File: config.mk
export PLATFORM = sky130hd
export DESIGN_NAME = stcw_ctrl
export DESIGN_NICKNAME = d
export VERILOG_FILES = /design/src/rtl/core/stcw_pkg.sv /design/src/rtl/core/stcw_ctrl.sv
export SDC_FILE = /design/constraint.sdc
export NUM_CORES = 1
export LEC_CHECK = 0
export BUFFER_PORTS_ARGS = -buffer_cell sky130_fd_sc_hd__buf_2
export CORE_AREA = 2 2 162 164
export DETAILED_ROUTE_END_ITERATION = 6
export DIE_AREA = 0 0 164 166
export PLACE_DENSITY = 0.79
export SETUP_SLACK_MARGIN = 0.05
export SLEW_MARGIN = 25
export SYNTH_ARGS = -nofsm -noshare
export SYNTH_HDL_FRONTEND = slang
export SYNTH_SLANG_ARGS = --single-unit
File: constraint.sdc
create_clock -name clk_i -period 9.6 [get_ports clk_i]
set_clock_uncertainty 0.1 [all_clocks]
set_input_delay 1.92 -clock clk_i [delete_from_list [all_inputs] [get_ports clk_i]]
set_output_delay 1.92 -clock clk_i [all_outputs]
set_load 0.05 [all_outputs]
File: src/rtl/core/stcw_pkg.sv
// Package with the types, constants and sequencer states of the trie code walk.
package stcw_pkg;

  localparam int unsigned MAX_NODES      = 1048576;
  localparam int unsigned WORD_BUF_BYTES = 16777216;

  // Largest index a write can reach is set by the 20-bit node index field.
  localparam int unsigned INDEX_SPAN = 1048576;
  localparam int unsigned DEPTH_N    = (MAX_NODES < INDEX_SPAN) ? MAX_NODES : INDEX_SPAN;
  localparam int unsigned NODE_AW    = (DEPTH_N > 1) ? $clog2(DEPTH_N) : 1;

  localparam logic [24:0] MaxNodesW = 25'(MAX_NODES);
  localparam logic [20:0] DepthW    = 21'(DEPTH_N);

  localparam logic CmdWrite = 1'b0;
  localparam logic CmdQuery = 1'b1;

  localparam logic StatusFound    = 1'b0;
  localparam logic StatusNotFound = 1'b1;

  typedef logic [19:0] node_idx_t;
  typedef logic [20:0] code_t;
  typedef logic [20:0] range_t;

  typedef struct packed {
    logic        has;
    logic [23:0] offset;
  } word_t;

  typedef struct packed {
    code_t  chr;
    range_t first;
    range_t limit;
    word_t  words;
  } node_entry_t;

  typedef struct packed {
    logic        we;
    node_idx_t   waddr;
    node_entry_t wdata;
    logic        re;
    node_idx_t   raddr;
  } ram_req_t;

  typedef struct packed {
    logic lt;
    logic eq;
    logic gt;
  } cmp_res_t;

  typedef enum logic [2:0] {
    ST_IDLE,
    ST_NODE,
    ST_LO,
    ST_HI,
    ST_PROBE,
    ST_CMP,
    ST_FIN,
    ST_WORD
  } state_e;

endpackage

File: src/rtl/core/stcw_ctrl.sv
// Sequencer and search registers that walk the trie one code at a time.
module stcw_ctrl (
  input  logic                  clk_i,
  input  logic                  rst_ni,
  input  logic                  start_i,
  output logic                  busy_o,
  input  logic                  command_i,
  input  stcw_pkg::node_idx_t   node_index_i,
  input  stcw_pkg::code_t       node_char_i,
  input  stcw_pkg::range_t      child_first_i,
  input  stcw_pkg::range_t      child_limit_i,
  input  logic [23:0]           word_offset_i,
  input  logic                  has_words_i,
  input  stcw_pkg::code_t       query_code_i,
  input  logic                  query_last_i,
  output stcw_pkg::ram_req_t    ram_req_o,
  input  stcw_pkg::node_entry_t ram_rdata_i,
  output stcw_pkg::code_t       cmp_code_o,
  input  stcw_pkg::cmp_res_t    cmp_res_i,
  output logic                  done_o,
  output logic                  status_o,
  output stcw_pkg::node_idx_t   node_found_o,
  output logic [23:0]           word_offset_out_o,
  output logic                  has_words_out_o
);
  import stcw_pkg::*;

  state_e    state_q, state_d;
  node_idx_t cur_q, cur_d;
  logic      miss_q, miss_d;
  code_t     code_q, code_d;
  logic      last_q, last_d;
  range_t    lo_q, lo_d;
  range_t    hi_q, hi_d;
  node_idx_t mid_q, mid_d;
  logic      done_q, done_d;

  logic        status_q, status_d;
  node_idx_t   found_q, found_d;
  logic [23:0] offs_q, offs_d;
  logic        has_q, has_d;

  logic   accept;
  range_t lo_clip, hi_clip, mid_full, hi_minus;

  assign accept = start_i && (state_q == ST_IDLE);

  // Child ranges are clipped to the usable table size before the search.
  assign lo_clip  = (ram_rdata_i.first > DepthW) ? DepthW : ram_rdata_i.first;
  assign hi_clip  = (ram_rdata_i.limit > DepthW) ? DepthW : ram_rdata_i.limit;
  assign mid_full = lo_q + ((hi_q - lo_q) >> 1);
  assign hi_minus = hi_q - 21'd1;

  assign cmp_code_o = code_q;

  always_ff @(posedge clk_i or negedge rst_ni) begin
    if (!rst_ni) begin
      state_q <= ST_IDLE;
      cur_q   <= '0;
      miss_q  <= 1'b0;
      done_q  <= 1'b0;
    end else begin
      state_q <= state_d;
      cur_q   <= cur_d;
      miss_q  <= miss_d;
      done_q  <= done_d;
    end
  end

  always_ff @(posedge clk_i) begin
    code_q   <= code_d;
    last_q   <= last_d;
    lo_q     <= lo_d;
    hi_q     <= hi_d;
    mid_q    <= mid_d;
    status_q <= status_d;
    found_q  <= found_d;
    offs_q   <= offs_d;
    has_q    <= has_d;
  end

  always_comb begin
    state_d  = state_q;
    cur_d    = cur_q;
    miss_d   = miss_q;
    code_d   = code_q;
    last_d   = last_q;
    lo_d     = lo_q;
    hi_d     = hi_q;
    mid_d    = mid_q;
    done_d   = 1'b0;
    status_d = status_q;
    found_d  = found_q;
    offs_d   = offs_q;
    has_d    = has_q;

    ram_req_o.we          = 1'b0;
    ram_req_o.waddr       = node_index_i;
    ram_req_o.wdata.chr   = node_char_i;
    ram_req_o.wdata.first = child_first_i;
    ram_req_o.wdata.limit = child_limit_i;
    ram_req_o.wdata.words = '{has: has_words_i, offset: word_offset_i};
    ram_req_o.re          = 1'b0;
    ram_req_o.raddr       = cur_q;

    unique case (state_q)
      ST_IDLE: begin
        if (accept) begin
          if (command_i == CmdWrite) begin
            ram_req_o.we = {5'd0, node_index_i} < MaxNodesW;
          end else begin
            code_d = query_code_i;
            last_d = query_last_i;
            if (miss_q) begin
              state_d = ST_FIN;
            end else begin
              ram_req_o.re = 1'b1;
              state_d      = ST_NODE;
            end
          end
        end
      end
      ST_NODE: begin
        if (lo_clip >= hi_clip) begin
          miss_d  = 1'b1;
          state_d = ST_FIN;
        end else begin
          lo_d            = lo_clip;
          hi_d            = hi_clip;
          ram_req_o.re    = 1'b1;
          ram_req_o.raddr = lo_clip[19:0];
          state_d         = ST_LO;
        end
      end
      ST_LO: begin
        if (cmp_res_i.lt) begin
          miss_d  = 1'b1;
          state_d = ST_FIN;
        end else begin
          ram_req_o.re    = 1'b1;
          ram_req_o.raddr = hi_minus[19:0];
          state_d         = ST_HI;
        end
      end
      ST_HI: begin
        if (cmp_res_i.gt) begin
          miss_d  = 1'b1;
          state_d = ST_FIN;
        end else begin
          state_d = ST_PROBE;
        end
      end
      ST_PROBE: begin
        if (lo_q < hi_q) begin
          mid_d           = mid_full[19:0];
          ram_req_o.re    = 1'b1;
          ram_req_o.raddr = mid_full[19:0];
          state_d         = ST_CMP;
        end else begin
          miss_d  = 1'b1;
          state_d = ST_FIN;
        end
      end
      ST_CMP: begin
        if (cmp_res_i.lt) begin
          hi_d    = {1'b0, mid_q};
          state_d = ST_PROBE;
        end else if (cmp_res_i.gt) begin
          lo_d    = {1'b0, mid_q} + 21'd1;
          state_d = ST_PROBE;
        end else if (cmp_res_i.eq) begin
          cur_d   = mid_q;
          state_d = ST_FIN;
        end
      end
      ST_FIN: begin
        if (!last_q) begin
          state_d = ST_IDLE;
        end else if (miss_q) begin
          done_d   = 1'b1;
          status_d = StatusNotFound;
          found_d  = '0;
          offs_d   = '0;
          has_d    = 1'b0;
          cur_d    = '0;
          miss_d   = 1'b0;
          state_d  = ST_IDLE;
        end else begin
          ram_req_o.re = 1'b1;
          state_d      = ST_WORD;
        end
      end
      ST_WORD: begin
        done_d   = 1'b1;
        status_d = StatusFound;
        found_d  = cur_q;
        has_d    = ram_rdata_i.words.has;
        offs_d   = ram_rdata_i.words.has ? ram_rdata_i.words.offset : 24'd0;
        cur_d    = '0;
        miss_d   = 1'b0;
        state_d  = ST_IDLE;
      end
      default: begin
        state_d = ST_IDLE;
      end
    endcase
  end

  assign busy_o            = state_q != ST_IDLE;
  assign done_o            = done_q;
  assign status_o          = status_q;
  assign node_found_o      = found_q;
  assign word_offset_out_o = offs_q;
  assign has_words_out_o   = has_q;

endmodule

==> flow_summary.json <==
{
  "die_y_um": 166,
  "cp_data_arrival_time_ps": 6590,
  "start_util_pct": 42.07,
  "syn-cell-area_mm2": 0.01078,
  "globalplace.congestion": 0.9651,
  "critPathLaunch": "ram_rdata_i[53]",
  "p_per_area_mw_per_mm2": 301.2,
  "yosysMostFrequentCell": "nand2_1",
  "seq_area_frac_synth_pct": 42.02,
  "via_per_inst": 5.862,
  "start_kind": "input pin",
  "synth_edf_count": 130,
  "syn_avg_cell_area_um2": 9.405,
  "yosys_warnings": 0,
  "cts_root_buffer": "clkbuf_16",
  "relSlewSlack_pct": 35.18,
  "routedWlPerCell_um": 23.81,
  "nFillCells": 2367,
  "crit_chain": "buf_2 > nor4_1 > nand3_1 > o21ai_1 > and2_1 > ha_1 > nand3_1 > a31oi_1 > o211ai_1 > nand3_1 > nor2_1 > buf_4 > a221oi_1 > a21oi_1 > o22a_1 > buf_2",
  "p_leak_nw": 4.949,
  "finalSetupTns_ps": 0,
  "drc": 0,
  "antenna_found_initial": 1,
  "grt_pass1_wl_mm": 53.97,
  "tightestPinTransition_ps": 947.8,
  "path_class": "input pin to output port",
  "detail-route-antenna-nets": 0,
  "pre_cts_ws_ps": 1246,
  "numCtsBuffers": 17,
  "worst_hold_path_type": "register to register",
  "vdd_drop_max_mv": 0.3457,
  "r2r_start": "hi_q[4]",
  "via_count": 9133,
  "fmax_mhz": 116.1,
  "syn_nets": 1436,
  "clockBufferDepth": 2,
  "grt_max_degree": 52,
  "period_share_pct": 89.71,
  "min_period_ps": 8613,
  "cp.required_ps": 7580,
  "dpl.hpwl_mm": 29.99,
  "synth_top_area_share_pct": 36.22,
  "synth_area_leader_cell": "edfxtp_1",
  "die_area_mm2": 0.02722,
  "area_growth_pct": 9.589,
  "clk_latency_ps": 440,
  "fin_util_pct": 46.11,
  "clkTransAtPathRegs_ps": 70,
  "drive_gt1_share_pct": 20.79,
  "num-nets-final": 1499,
  "ctsResizeCount": 0,
  "drt-pass1-iter-count": 7,
  "cts_max_level": 4,
  "grt_usage_pct": 26.92,
  "rsz0062_at_grt": "false",
  "hold_viol": 0,
  "finalSetupViolCount": 0,
  "first_global_vias": 8402,
  "ys_types": 72,
  "crit_top_cell": "nand3_1",
  "synth_commonest_cells": "nand2_1, edfxtp_1, buf_4, o21ai_0, ha_1",
  "ctsHoldBuffers": 0,
  "ys.flop_type": "edfxtp_1",
  "wirelength_mm": 37.10,
  "row_count": 59,
  "cp_max_fo": 10,
  "min_from": "cur_q[14]",
  "io_buffer_count": 186,
  "ios": 424,
  "slew_violations": 0,
  "syn_inst": 1146,
  "yosys-top-cells-area": "edfxtp_1, buf_4, ha_1",
  "crit_path_end_kind": "output port",
  "die_width_um": 164,
  "status": "complete, no violations",
  "ys_seq_elements": 155,
  "fin_ws_ps": 987.5,
  "cts_tree": "built",
  "slowest_stage": "o21ai_1",
  "core-area_mm2": 0.02562,
  "drv_cap": 0,
  "slowest_delay_ps": 610,
  "post_cts_buffers": 0,
  "drtIter0Drc": 1207,
  "cts_sinks": 155,
  "async_flop_share_pct": 16.13,
  "grt-ovfl-total": 0
}
==> placed cells by master (no fill, tap or decap), drive strengths merged, types with 6 or more instances in the layout <==
master and instances:
nand2b 9, o21ai 99, edfxtp 130, xnor2 44
nor4 15, a21o 14, a211oi 12, nand4 10
and2 25, xor2 23, o21a 9, and3 30
ha 63, nand2 171, a221o 10, a31oi 6
nor3 17, clkbuf 17, o22ai 7, nor2 39
a21oi 55, inv 59, o21bai 6, or3 6
a221oi 8, nand3 32, dfrtp 25, buf 195
nor2b 15
==> worst max-delay path, delay by kind of cell <==
| kind | cells | cell delay [ps] |
|---|---|---|
| buf+inv | 3 | 730 |
| compound gates | 6 | 1590 |
| fa+ha+maj | 1 | 350 |
| simple gates | 6 | 1990 |
==> stage by stage <==
stage | std cells | total power [W] | hold WS, ps | cell area (um^2)
after floorplan | 1146 | 0.002492 | 357.0 | 10780
after global placement | 1525 | 0.002812 | 395.3 | 11220
after detailed placement | 1525 | 0.002843 | 414.2 | 11230
after CTS | 1557 | 0.003526 | 428.7 | 11810
after global routing | 1557 | 0.003716 | 457.4 | 11810
final | 1558 | 0.003558 | 422.5 | 11810
==> logic make-up after synthesis <==
family          Yosys count  share of synthesized area [%]
simple gates            385                          17.39
compound gates          269                          16.22
buf+inv                 203                          11.04
flops                   155                          42.02
xor+xnor                 67                          5.445
fa+ha+maj                65                          7.685
mux                       2                         0.1973
==> layout make-up <==
cell class | count | area [um^2] | area share (%)
Inverter | 52 | 195.2 | 1.653
Sequential cell | 155 | 4529 | 38.35
Antenna cell | 1 | 2.502 | 0.02119
Multi-Input combinational cell | 788 | 5089 | 43.08
Clock inverter | 15 | 152.6 | 1.292
Tap cell | 335 | 419.2 | 3.549
Timing Repair Buffer | 195 | 998.5 | 8.453
Clock buffer | 17 | 425.4 | 3.602
==> flip-flops by register name, summed over array words and instances (netlist names) <==
register           flops
has_words_out_o        1
state_q                3
status_o               1
lo_q                  21
mid_q                 20
last_q                 1
node_found_o          20
cmp_code_o            21
miss_q                 1
hi_q                  21
word_offset_out_o     24
cur_q                 20
done_o                 1
==> where the power goes <==
group          switching (W)  leakage (nW)  total (W)  internal, W
Combinational        0.00130          3.15    0.00184     0.000533
Clock               0.000313         0.281   0.000679     0.000366
Sequential          0.000118          1.52    0.00104     0.000923
Total                0.00174          4.95    0.00356      0.00182
==> layer usage <==
layer	vias to the layer above	global-route usage [%]	part of all wire, %
met2	612	40.34	45
met4	0	8.314	2.6
li1	4153	-	-
met3	81	16.41	17
met5	-	0	0
met1	4287	32.10	35
==> worst paths after layout <==
path,end,slack [ps],depth (start not counted)
setup / recovery,ram_req_o[4],990,16
hold / removal,cur_q[14],420,2
setup reg to reg,mid_q[18],4390,13
hold reg to reg,cur_q[14],420,2
max in group asynchronous,cur_q[6],7560,1
min in group asynchronous,state_q[1],1410,1
Note: power is estimated with default switching activity, not from simulation.
