--- config.mk ---
export PLATFORM = sky130hd
export DESIGN_NAME = stcw_cmp
export DESIGN_NICKNAME = d
export VERILOG_FILES = /design/src/rtl/core/stcw_pkg.sv /design/src/rtl/core/stcw_cmp.sv
export SDC_FILE = /design/constraint.sdc
export NUM_CORES = 1
export LEC_CHECK = 0
export ABC_AREA = 1
export BUFFER_PORTS_ARGS = -buffer_cell sky130_fd_sc_hd__buf_2
export CAP_MARGIN = 20
export CELL_PAD_IN_SITES_DETAIL_PLACEMENT = 1
export CELL_PAD_IN_SITES_GLOBAL_PLACEMENT = 1
export CORE_AREA = 2 2 54 56
export DETAILED_ROUTE_END_ITERATION = 10
export DIE_AREA = 0 0 56 58
export GPL_TIMING_DRIVEN = 0
export MAX_ROUTING_LAYER = met4
export PLACE_DENSITY = 0.86
export SYNTH_ARGS = -nofsm -noshare
export SYNTH_HDL_FRONTEND = slang
export SYNTH_SLANG_ARGS = --single-unit
--- constraint.sdc ---
create_clock -name vclk -period 1
set_input_delay 0.05 -clock vclk [all_inputs]
set_output_delay 0.05 -clock vclk [all_outputs]
set_load 0.005 [all_outputs]
--- src/rtl/core/stcw_pkg.sv ---
// Package with the types, constants and sequencer states of the trie code walk.
package stcw_pkg;

  localparam int unsigned MAX_NODES      = 1048576;
  localparam int unsigned WORD_BUF_BYTES = 16777216;

  // Largest index a write can reach is set by the 20-bit node index field.
  localparam int unsigned INDEX_SPAN = 1048576;
  localparam int unsigned DEPTH_N    = (MAX_NODES < INDEX_SPAN) ? MAX_NODES : INDEX_SPAN;
  localparam int unsigned NODE_AW    = (DEPTH_N > 1) ? $clog2(DEPTH_N) : 1;

  localparam logic [24:0] MaxNodesW = 25'(MAX_NODES);
  localparam logic [20:0] DepthW    = 21'(DEPTH_N);

  localparam logic CmdWrite = 1'b0;
  localparam logic CmdQuery = 1'b1;

  localparam logic StatusFound    = 1'b0;
  localparam logic StatusNotFound = 1'b1;

  typedef logic [19:0] node_idx_t;
  typedef logic [20:0] code_t;
  typedef logic [20:0] range_t;

  typedef struct packed {
    logic        has;
    logic [23:0] offset;
  } word_t;

  typedef struct packed {
    code_t  chr;
    range_t first;
    range_t limit;
    word_t  words;
  } node_entry_t;

  typedef struct packed {
    logic        we;
    node_idx_t   waddr;
    node_entry_t wdata;
    logic        re;
    node_idx_t   raddr;
  } ram_req_t;

  typedef struct packed {
    logic lt;
    logic eq;
    logic gt;
  } cmp_res_t;

  typedef enum logic [2:0] {
    ST_IDLE,
    ST_NODE,
    ST_LO,
    ST_HI,
    ST_PROBE,
    ST_CMP,
    ST_FIN,
    ST_WORD
  } state_e;

endpackage

--- src/rtl/core/stcw_cmp.sv ---
// Shared magnitude comparator of the query code against a stored child code.
module stcw_cmp (
  input  stcw_pkg::code_t    code_i,
  input  stcw_pkg::code_t    pivot_i,
  output stcw_pkg::cmp_res_t res_o
);
  import stcw_pkg::*;

  always_comb begin
    res_o.lt = code_i < pivot_i;
    res_o.gt = code_i > pivot_i;
    res_o.eq = code_i == pivot_i;
  end

endmodule

==> PnR_summary.wiki, run 1 <==
{| class="wikitable"
! Metric !! Value
|-
| Result of the run || complete, but fails checks
|-
| Violated checks || setup timing
|-
| Clk_buf instances || 0
|-
| Number of instances in the synthesized netlist || 106
|-
| Transition time of the tightest slew-check pin || 266.8 ps
|-
| Part of the cycle the worst path needs || 1.208
|-
| Number of buffers and inverters on the critical path || 4
|-
| Largest delay contributor family on the critical path || buffers and inverters
|-
| Unrepaired setup endpoints after global routing || yes
|-
| Beginning of the worst hold path || code_i[2]
|-
| Cells traversed along the worst timing path || buf_2 > inv_2 > ha_4 > nand2_4 > nor2_4 > buf_4 > nand2_2 > a21oi_4 > nor2_4 > nor2_2 > buf_2
|-
| Global placer's final weighted congestion || 0.6566
|-
| Peak supply drop || 0.0002127 V
|-
| Die width || 56 um
|-
| Crit path from || pivot_i[11]
|-
| GR Util All Layers || 0.1361
|-
| Required time of the critical path || roughly 950 ps
|-
| Kind of critical path || in2out
|-
| Number of flip-flops and latches || 0
|-
| Final Hold Fails || 0
|-
| Number of antenna repair diodes || 0
|-
| DR vias || 809
|-
| IO Pins || between 40 and 50
|-
| Top cell type's share of synthesized area || 0.3896
|-
| Max Slew Vio Count || 0
|-
| Final setup margin || -207.9 ps
|-
| Cell row count || 19
|-
| Simple-gate share of the synthesized area || 0.3525
|-
| Relative slew slack || 0.8208
|-
| Area of all sequential standard cells || 0 um2
|-
| Routed WL || 2252 um
|-
| Count of different cell masters after synthesis || 13
|-
| Fraction of synthesized cell area in xor and xnor cells || 0
|-
| Largest cells by area after synthesis || ha_1 (39%), inv_1 (18%), nand2_1 (16%)
|-
| Global-route wire length before repair || 3505 um
|-
| Class of the tightest hold or removal check || in2out
|-
| Highest fanout seen on the critical path || 2
|-
| Dominant combinational cell family by area after synthesis || adder cells
|-
| Syn Std Cell Area || 674.4 um2
|-
| Fin crit period || 1208 ps
|-
| Syn avg cell area || 6.362 um2
|-
| Signal arrival time at the worst endpoint || 1160 ps
|-
| Number of DRC violations after detailed-routing iteration 0 || 3
|-
| Slowest cell delay on critical path || roughly 260 ps
|-
| Initial standard-cell utilization of the core || 0.2533
|-
| Remaining Overflow, GRT || 0
|-
| Maximum number of pins on one net before global-route repair || 4
|-
| Number of antenna violations at the first check in global routing || 0
|-
| Synth Area in Compound Gates || 0.07978
|-
| Post-Synth Adder-Cell Area || 0.3896
|-
| Min Hold Slack || 656.7 ps
|-
| Vias in the first global route || between 800 and 900
|-
| Cell depth of the worst min-delay path || 5
|-
| DRC violation count after routing || 0
|-
| Die outline area || between 3000 and 4000 um2
|-
| Area leader, netlist || ha_1
|-
| Post-route ant nets || 0
|-
| Yosys synthesis warning count || 0
|-
| Area growth from synthesis to final layout || 100.6%
|-
| Max Freq || roughly 0.83 GHz
|-
| Placeable core area || 2663 um2
|-
| Final setup violation count || 3
|-
| Post-Syn Nets || 169
|-
| Power Dens Cells || 435.9 nW/um2
|-
| Fill cell total of the finished layout || about 330
|-
| Max Cap Viol || 0
|-
| Net total in the final layout || 218
|-
| Routed wire length per instance || 12.24 um
|-
| Fraction of synthesized area in multiplexers || 0
|-
| Proportion of layout cells with a drive suffix above 1 || 0.6471
|-
| Post-detail-place hpwl || 1773 um
|-
| Die span in y || 58 um
|-
| First-pass iteration count of the detailed router || 4
|-
| Kind of capture point of the worst setup path || primary output
|-
| Multi-input logic area || approximately 800 um2
|-
| Standard cell with the maximum stage delay on the critical path || ha_4
|-
| Leakage power total || 0.0007053 uW
|-
| Sequential element share of the synthesized area || 0
|-
| Nature of the critical path startpoint || input port
|-
| Worst Hold Path EP || res_o[1]
|-
| Number of cells on the critical path || 11
|-
| Mean number of vias per cell || 4.397
|-
| Total Negative Setup Slacks || -513.3 ps
|-
| Port Buffers || 45
|}
==> metrics by stage <==
stage                     power, uW  cell area (um2)  std cells  worst slack (ps)  utilization
final                         589.5             1353        184            -207.9       0.5080
after global routing          655.8             1353        184            -304.4       0.5080
after CTS                     492.4             1174        183            -274.9       0.4408
after detailed placement      379.7            985.9        182            -305.8       0.3703
after global placement        351.6            985.9        182            -257.4       0.3703
after floorplan               231.5            721.9        106           -0.4970            -
==> worst min-delay path: cells and delay by family <==
| family | cells | cell delay, ps |
|---|---|---|
| adder cells (fa/ha/maj) | 1 | 210 |
| buffers and inverters | 2 | 210 |
| AND/OR/NAND/NOR | 2 | 130 |
==> Yosys cell counts, drive strengths merged <==
cell type  number
nand2          33
inv            32
ha             21
nor2            8
a21oi           7
nand3           3
a21o            1
nor4            1
==> cell families (layout without fill, tap and decap cells) <==
family / Yosys count / after routing
compound gates: 8 / 8
buf+inv: 32 / 79
simple gates: 45 / 45
fa+ha+maj: 21 / 21
==> report_power, final <==
group	switching, uW	internal [uW]	total, uW	leakage, uW
combinational	273	316	590	0.000705
sequential	0	0	0	0
clock	0	0	0	0
==> layout by cell type (no fill, tap or decap) <==
cell type | netlist | final
buf_8 | 0 | 1
nor2_2 | 4 | 3
nand3_1 | 2 | 1
nor2_1 | 2 | 1
inv_2 | 0 | 10
a21oi_4 | 1 | 1
buf_2 | 0 | 26
nand2_4 | 0 | 6
nand2_1 | 29 | 22
a21oi_2 | 0 | 1
inv_1 | 32 | 19
nand3_4 | 1 | 1
ha_1 | 21 | 5
nand2_2 | 4 | 5
buf_6 | 0 | 18
a21o_1 | 1 | 1
nor4_4 | 1 | 1
a21oi_1 | 6 | 5
buf_4 | 0 | 2
nor2_4 | 2 | 4
inv_4 | 0 | 3
nand3_2 | 0 | 1
ha_4 | 0 | 16
==> how the worst max path moves through the flow <==
stage	endpoint	slack, ps
detailed placement	res_o[0]	-310
global route	res_o[0]	-300
floorplan	res_o[0]	-0.5
global placement	res_o[0]	-260
CTS	res_o[0]	-270
finish	res_o[0]	-210
==> final cells by class <==
type                            instances  area share
Inverter                               32     0.09436
Multi-Input combinational cell         74      0.6087
Tap cell                               31     0.02868
Timing Repair Buffer                   47      0.2683
==> per-layer routing <==
metal / vias to the layer above / global-route usage / wire length, um
li1: 414 / - / -
met3: 0 / 0 / 71
met4: 0 / 0 / 0
met5: - / - / 0
met1: 371 / 0.1334 / 777
met2: 24 / 0.3092 / 1403
==> what timing repair did <==
action / 4_1_cts / 5_1_grt
endpoints found under the hold margin: 0 / 0
endpoints found under the setup margin: 3 / 3
hold buffers: 0 / 0
gates resized for setup: 32 / 32
setup buffers: 1 / 1
pin swaps: 22 / 24
Power figures use the tool's default switching activity.
==> run 2: changes to the inputs <==
--- a/config.mk
+++ b/config.mk
@@ -16,6 +16,7 @@
 export GPL_TIMING_DRIVEN = 0
 export MAX_ROUTING_LAYER = met4
 export PLACE_DENSITY = 0.86
+export SETUP_SLACK_MARGIN = 0.1
 export SYNTH_ARGS = -nofsm -noshare
 export SYNTH_HDL_FRONTEND = slang
 export SYNTH_SLANG_ARGS = --single-unit
==> run 2 against run 1 <==
  * The run still ends with setup timing left
  * Clock-buffer cell count unchanged
  * Combinational power decreased by 4.4%
  * Die area is the same
  * Critical path depth did not move
  * Via count shrank 1.7%
  * Utilization down 0.61 points
  * Critical endpoint unchanged
  * Largest cell class unchanged
  * Highest routed layer unchanged
==> PnR_summary.wiki, run 2 (synthesized netlist as in run 1, its figures left out) <==
{| class="wikitable"
! Metric !! Value
|-
| Required time of the critical path || 950 ps (about the same)
|-
| Total power || 564.4 uW (-4.3%)
|-
| DRC violation count after routing || 0 (unchanged)
|-
| Die span in y || 58 um (unchanged)
|-
| Mean number of vias per cell || 4.344 (-1.2%)
|-
| Kind of capture point of the worst setup path || primary output
|-
| Global placer's final weighted congestion || 0.6787 (+3.4%)
|-
| Result of the run || complete, but fails checks
|-
| Net total in the final layout || 217 (-0.46%)
|-
| GR Util All Layers || 0.1222 (-0.01395)
|-
| IO Pins || 45 (unchanged)
|-
| Initial standard-cell utilization of the core || 0.2533 (unchanged)
|-
| Violated checks || setup timing
|-
| Number of flip-flops and latches || 0 (unchanged)
|-
| Placeable core area || 2663 um2 (unchanged)
|-
| Cells traversed along the worst timing path || buf_2 > ha_4 > nand2_4 > nor2_4 > nand3_4 > nor2_2 > nand2_1 > nand2_2 > nor2_4 > nor2_2 > buf_2
|-
| Leakage power total || 0.0006887 uW (-2.4%)
|-
| Post-route ant nets || 0 (unchanged)
|-
| Relative slew slack || 0.8268 (+0.005977)
|-
| Final setup violation count || 3 (unchanged)
|-
| Port Buffers || 45 (unchanged)
|-
| Slowest cell delay on critical path || 270 ps (about the same)
|-
| Proportion of layout cells with a drive suffix above 1 || 0.6579 (+0.01084)
|-
| Number of antenna repair diodes || 0 (unchanged)
|-
| Power Dens Cells || 422.3 nW/um2 (-3.1%)
|-
| # hold bufs at CTS || 0 (unchanged)
|-
| Commonest cells after routing, fill and taps aside || buf_2 (29), nand2_1 (21), inv_1 (18)
|-
| Fin crit period || 1209 ps (+1.025 ps)
|-
| Share of the core filled with cells || 0.5019 (-0.006109)
|-
| Area of all sequential standard cells || 0 um2 (unchanged)
|-
| Highest fanout seen on the critical path || 2 (unchanged)
|-
| Peak supply drop || 0.0002014 V (-5.3%)
|-
| Clk_buf instances || 0 (unchanged)
|-
| Final Hold Fails || 0 (unchanged)
|-
| Global-route wire length before repair || 3277 um (-6.5%)
|-
| Max Cap Viol || 0 (unchanged)
|-
| Nature of the critical path startpoint || input port
|-
| Transition time of the tightest slew-check pin || 257.9 ps (-8.899 ps)
|-
| Cell row count || 19 (unchanged)
|-
| Final setup margin || -209.0 ps (-1.025 ps)
|-
| Signal arrival time at the worst endpoint || 1160 ps (about the same)
|-
| Post-detail-place hpwl || 1715 um (-3.3%)
|-
| Maximum number of pins on one net before global-route repair || 4 (unchanged)
|-
| DR vias || 795 (-1.7%)
|-
| Routed wire length per instance || 10.61 um (-13%)
|-
| Max Slew Vio Count || 0 (unchanged)
|-
| First-pass iteration count of the detailed router || 2 (-2)
|-
| Area growth from synthesis to final layout || 98.14%
|-
| Part of the cycle the worst path needs || 1.209 (about the same)
|-
| Class of the tightest hold or removal check || in2out
|-
| Die width || 56 um (unchanged)
|-
| Max Freq || 0.8272 GHz (about the same)
|-
| Most common cell after layout, fill and taps aside || buf_2
|-
| Number of antenna violations at the first check in global routing || 0 (unchanged)
|-
| Kind of critical path || in2out
|-
| Unrepaired setup endpoints after global routing || yes
|-
| Routed WL || 1941 um (-14%)
|-
| Remaining Overflow, GRT || 0 (unchanged)
|-
| Vias in the first global route || 880 (+0.57%)
|-
| Die outline area || 3248 um2 (unchanged)
|-
| Number of DRC violations after detailed-routing iteration 0 || 1 (-2)
|-
| Standard cell with the maximum stage delay on the critical path || ha_4
|}
run 2: power breakdown:
group	switching, uW	internal, uW
clock	0	0
combinational	261	303
sequential	0	0
run 2: final timing paths:
kind,from,cells past startpoint,to,slack (ps)
min,code_i[20],8,res_o[2],650
max,code_i[13],11,res_o[0],-210
run 2: stage by stage:
step | hold slack, ps | std cells | worst slack, ps | area [um2] | setup TNS (ps)
floorplan | 422.3 | 106 | 15.70 | 820.8 | 0
global placement | 659.0 | 182 | -266.4 | 1085 | -665.7
detailed placement | 670.9 | 182 | -280.9 | 1085 | -722.9
CTS | 661.8 | 182 | -243.1 | 1130 | -653.4
global route | 682.7 | 183 | -324.2 | 1336 | -802.3
finish | 646.2 | 183 | -209.0 | 1336 | -538.7
run 2: critical path, delay by kind of cell:
kind / cells / cell delay [ps]
adders and majority gates: 1 / 270
and+or+nand+nor: 8 / 630
buffers and inverters: 2 / 220
run 2: repair_timing:
action	CTS	global route
buffers inserted	0	1
endpoints found under the setup margin	3	3
pin swaps	12	22
hold endpoints to repair	0	0
gates resized for setup	10	32
run 2: area by class of cell:
class | count | area (um2)
inverters | 32 | 132.6
multi-input cells | 74 | 828.3
repair buffers | 46 | 336.6
well taps | 31 | 38.79
fillers | 319 | 1326
run 2: metal layers:
layer  GRT usage  vias to the layer above  wire (um)
met3    0.002232                        0         91
li1            -                      413          -
met5           -                        -          0
met1      0.1199                      359        638
met4           0                        0          0
met2      0.2756                       23       1210
==> run 3: changes to the inputs <==
--- a/config.mk
+++ b/config.mk
@@ -8,14 +8,12 @@
 export ABC_AREA = 1
 export BUFFER_PORTS_ARGS = -buffer_cell sky130_fd_sc_hd__buf_2
 export CAP_MARGIN = 20
-export CELL_PAD_IN_SITES_DETAIL_PLACEMENT = 1
-export CELL_PAD_IN_SITES_GLOBAL_PLACEMENT = 1
-export CORE_AREA = 2 2 54 56
+export CORE_AREA = 2 2 51 53
 export DETAILED_ROUTE_END_ITERATION = 10
-export DIE_AREA = 0 0 56 58
+export DIE_AREA = 0 0 53 55
 export GPL_TIMING_DRIVEN = 0
 export MAX_ROUTING_LAYER = met4
-export PLACE_DENSITY = 0.86
+export PLACE_DENSITY = 0.67
 export SETUP_SLACK_MARGIN = 0.1
 export SYNTH_ARGS = -nofsm -noshare
 export SYNTH_HDL_FRONTEND = slang
==> run 3 against run 2 <==
  * The flow still finishes with violations (setup timing)
  * Sequential share of layout area stayed put
  * Worst setup slack lost 16 ps
  * Critical path depth increased by 1
  * Non-clock buffer count rose by 1
  * Power down 22%
  * Wire length decreased by 29%
  * Cell area shrank 15%
  * Fmax shrank 1.3%
  * Via count is 4.7% lower
  * Sequential cell count did not move
==> PnR_summary.wiki, run 3 (synthesized netlist as in run 1, its figures left out) <==
{| class="wikitable"
! Metric !! Value
|-
| Peak supply drop || 0.0001693 V (-16%)
|-
| DR vias || 758 (-4.7%)
|-
| Number of DRC violations after detailed-routing iteration 0 || 0 (-1)
|-
| Routed wire length per instance || 7.557 um (-29%)
|-
| First-pass iteration count of the detailed router || 1 (-1)
|-
| Global placer's final weighted congestion || 0.6336 (-6.6%)
|-
| Share of the core filled with cells || 0.4820 (-0.01987)
|-
| Place WS || -281.0 ps (-0.1030 ps)
|-
| Power dissipated by switching net loads || 215.0 uW (-18%)
|-
| Cell row count || 18 (-1)
|-
| Part of the cycle the worst path needs || 1.225 (+0.01619)
|-
| Kind of capture point of the worst setup path || primary output
|-
| Internal power consumption || 227.6 uW (-25%)
|-
| Number of buffers and inverters on the critical path || 3 (+1)
|-
| Placed cell area || 1084 um2 (-0.12%)
|-
| Share of power burned in the clock network || 0 (unchanged)
|-
| Max Freq || 0.8162 GHz (-1.3%)
|-
| Signal arrival time at the worst endpoint || 1180 ps (+20 ps)
|-
| Transition time of the tightest slew-check pin || 232.5 ps (-25.33 ps)
|-
| Unrepaired setup endpoints after global routing || yes
|-
| Net total in the final layout || 218 (+0.46%)
|-
| Highest fanout seen on the critical path || 3 (+1)
|-
| Die outline area || 2915 um2 (-10%)
|-
| Standard cell with the maximum stage delay on the critical path || ha_4
|-
| Die width || 53 um (-5.4%)
|-
| Post-detail-place hpwl || 1376 um (-20%)
|-
| Final setup margin || -225.1 ps (-16.19 ps)
|-
| Port Buffers || 45 (unchanged)
|-
| Placeable core area || 2365 um2 (-11%)
|-
| Max Cap Viol || 0 (unchanged)
|-
| Remaining Overflow, GRT || 0 (unchanged)
|-
| Fin crit period || 1225 ps (+16.19 ps)
|-
| Largest delay contributor family on the critical path || simple AND/OR/NAND/NOR gates
|-
| DRC violation count after routing || 0 (unchanged)
|-
| IO Pins || 45 (unchanged)
|-
| Vias in the first global route || 652 (-26%)
|-
| Number of flip-flops and latches || 0 (unchanged)
|-
| Class of the tightest hold or removal check || in2out
|-
| Result of the run || complete, but fails checks
|-
| Die span in y || 55 um (-5.2%)
|-
| Final cell area excluding filler cells || 1140 um2 (-15%)
|-
| Number of antenna violations at the first check in global routing || 0 (unchanged)
|-
| Leakage power total || 0.0006554 uW (-4.8%)
|-
| Relative slew slack || 0.8438 (+0.01701)
|-
| Kind of critical path || in2out
|-
| Nature of the critical path startpoint || input port
|-
| Post-route ant nets || 0 (unchanged)
|-
| Clk_buf instances || 0 (unchanged)
|-
| Area of all sequential standard cells || 0 um2 (unchanged)
|-
| Maximum number of pins on one net before global-route repair || 4 (unchanged)
|-
| GR Util All Layers || 0.09942 (-0.02276)
|-
| Fraction of power consumed by combinational cells || 1.000 (about the same)
|-
| Part of the power in registers || 0 (unchanged)
|-
| Total power || 442.6 uW (-22%)
|-
| # hold bufs at CTS || 0 (unchanged)
|-
| Beginning of the worst hold path || code_i[20]
|-
| Number of antenna repair diodes || 0 (unchanged)
|-
| Area growth from synthesis to final layout || 69.02%
|-
| Commonest cells after routing, fill and taps aside || buf_2 (40), nand2_1 (26), inv_1 (21)
|-
| Routed WL || 1383 um (-29%)
|-
| Final Hold Fails || 0 (unchanged)
|-
| Slowest cell delay on critical path || 260 ps (about the same)
|-
| Proportion of layout cells with a drive suffix above 1 || 0.5556 (-0.1023)
|-
| Cell depth of the worst min-delay path || 8 (unchanged)
|-
| Initial standard-cell utilization of the core || 0.2852 (+0.03190)
|-
| Most common cell after layout, fill and taps aside || buf_2
|-
| Sw Share || 0.4858 (+0.02306)
|-
| Max Slew Vio Count || 0 (unchanged)
|-
| Power Dens Cells || 388.3 nW/um2 (-8.1%)
|-
| Global-route wire length before repair || 2235 um (-32%)
|-
| Cells traversed along the worst timing path || buf_6 > inv_4 > ha_4 > nand2_4 > nor2_4 > nand3_4 > nor2_2 > nand2_1 > nand2_2 > nor2_4 > nor2_2 > buf_2
|-
| Total Negative Setup Slacks || -593.2 ps (-54.43 ps)
|-
| Final setup violation count || 3 (unchanged)
|-
| Worst Hold Path EP || res_o[2]
|-
| Violated checks || setup timing
|-
| Required time of the critical path || 950 ps (about the same)
|-
| Mean number of vias per cell || 4.142 (-4.7%)
|}
## run 3: cell count changes in the layout (fill, tap and decap cells not counted), sizes merged
cell  delta
buf      +1
## run 3: area by class of cell
cell class                      instances  area (um2)
Fill cell                             255        1225
Inverter                               32       130.1
Multi-Input combinational cell         74       700.7
Tap cell                               30       37.54
Timing Repair Buffer                   47       271.5
## run 3: metal layers
| layer | up-vias | share of wire | global-route usage |
|---|---|---|---|
| met5 | - | 0 | - |
| met4 | 0 | 0 | 0 |
| met3 | 0 | 0.076 | 0 |
| met2 | 25 | 0.55 | 0.2229 |
| met1 | 319 | 0.38 | 0.1010 |
| li1 | 414 | - | - |
## run 3: power groups by stage
stage / Clock (uW) / Combinational, uW / Sequential, uW
floorplan: 0 / 273 / 0
global placement: 0 / 407 / 0
detailed placement: 0 / 423 / 0
CTS: 0 / 445 / 0
global route: 0 / 508 / 0
finish: 0 / 443 / 0
## run 3: worst min-delay path: stages
cell     delay [ps]
buf_6            70
ha_4            100
a21oi_1          30
nand2_1          70
a21oi_2          40
nand2_2          70
nor2_4           40
buf_2           110
## run 3: worst max-delay path by stage
stage | from | endpoint | slack (ps) | cells after the start
2_1_floorplan | pivot_i[18] | res_o[0] | 20 | 10
3_3_place_gp | pivot_i[18] | res_o[0] | -270 | 12
3_5_place_dp | pivot_i[18] | res_o[0] | -280 | 12
4_1_cts | pivot_i[20] | res_o[0] | -250 | 12
5_1_grt | pivot_i[16] | res_o[0] | -300 | 12
6_report | pivot_i[20] | res_o[0] | -230 | 12
## run 3: repair_timing
action / 4_1_cts / 5_1_grt
pin swaps: 9 / 3
setup endpoints to repair: 3 / 3
resized for setup: 8 / 2
setup buffers: 1 / 1
## run 3: stage by stage
step / hold WS [ps] / instances
floorplan: 422.3 / 106
global placement: 669.1 / 181
detailed placement: 684.6 / 181
CTS: 660.9 / 182
global route: 720.0 / 183
finish: 655.4 / 183
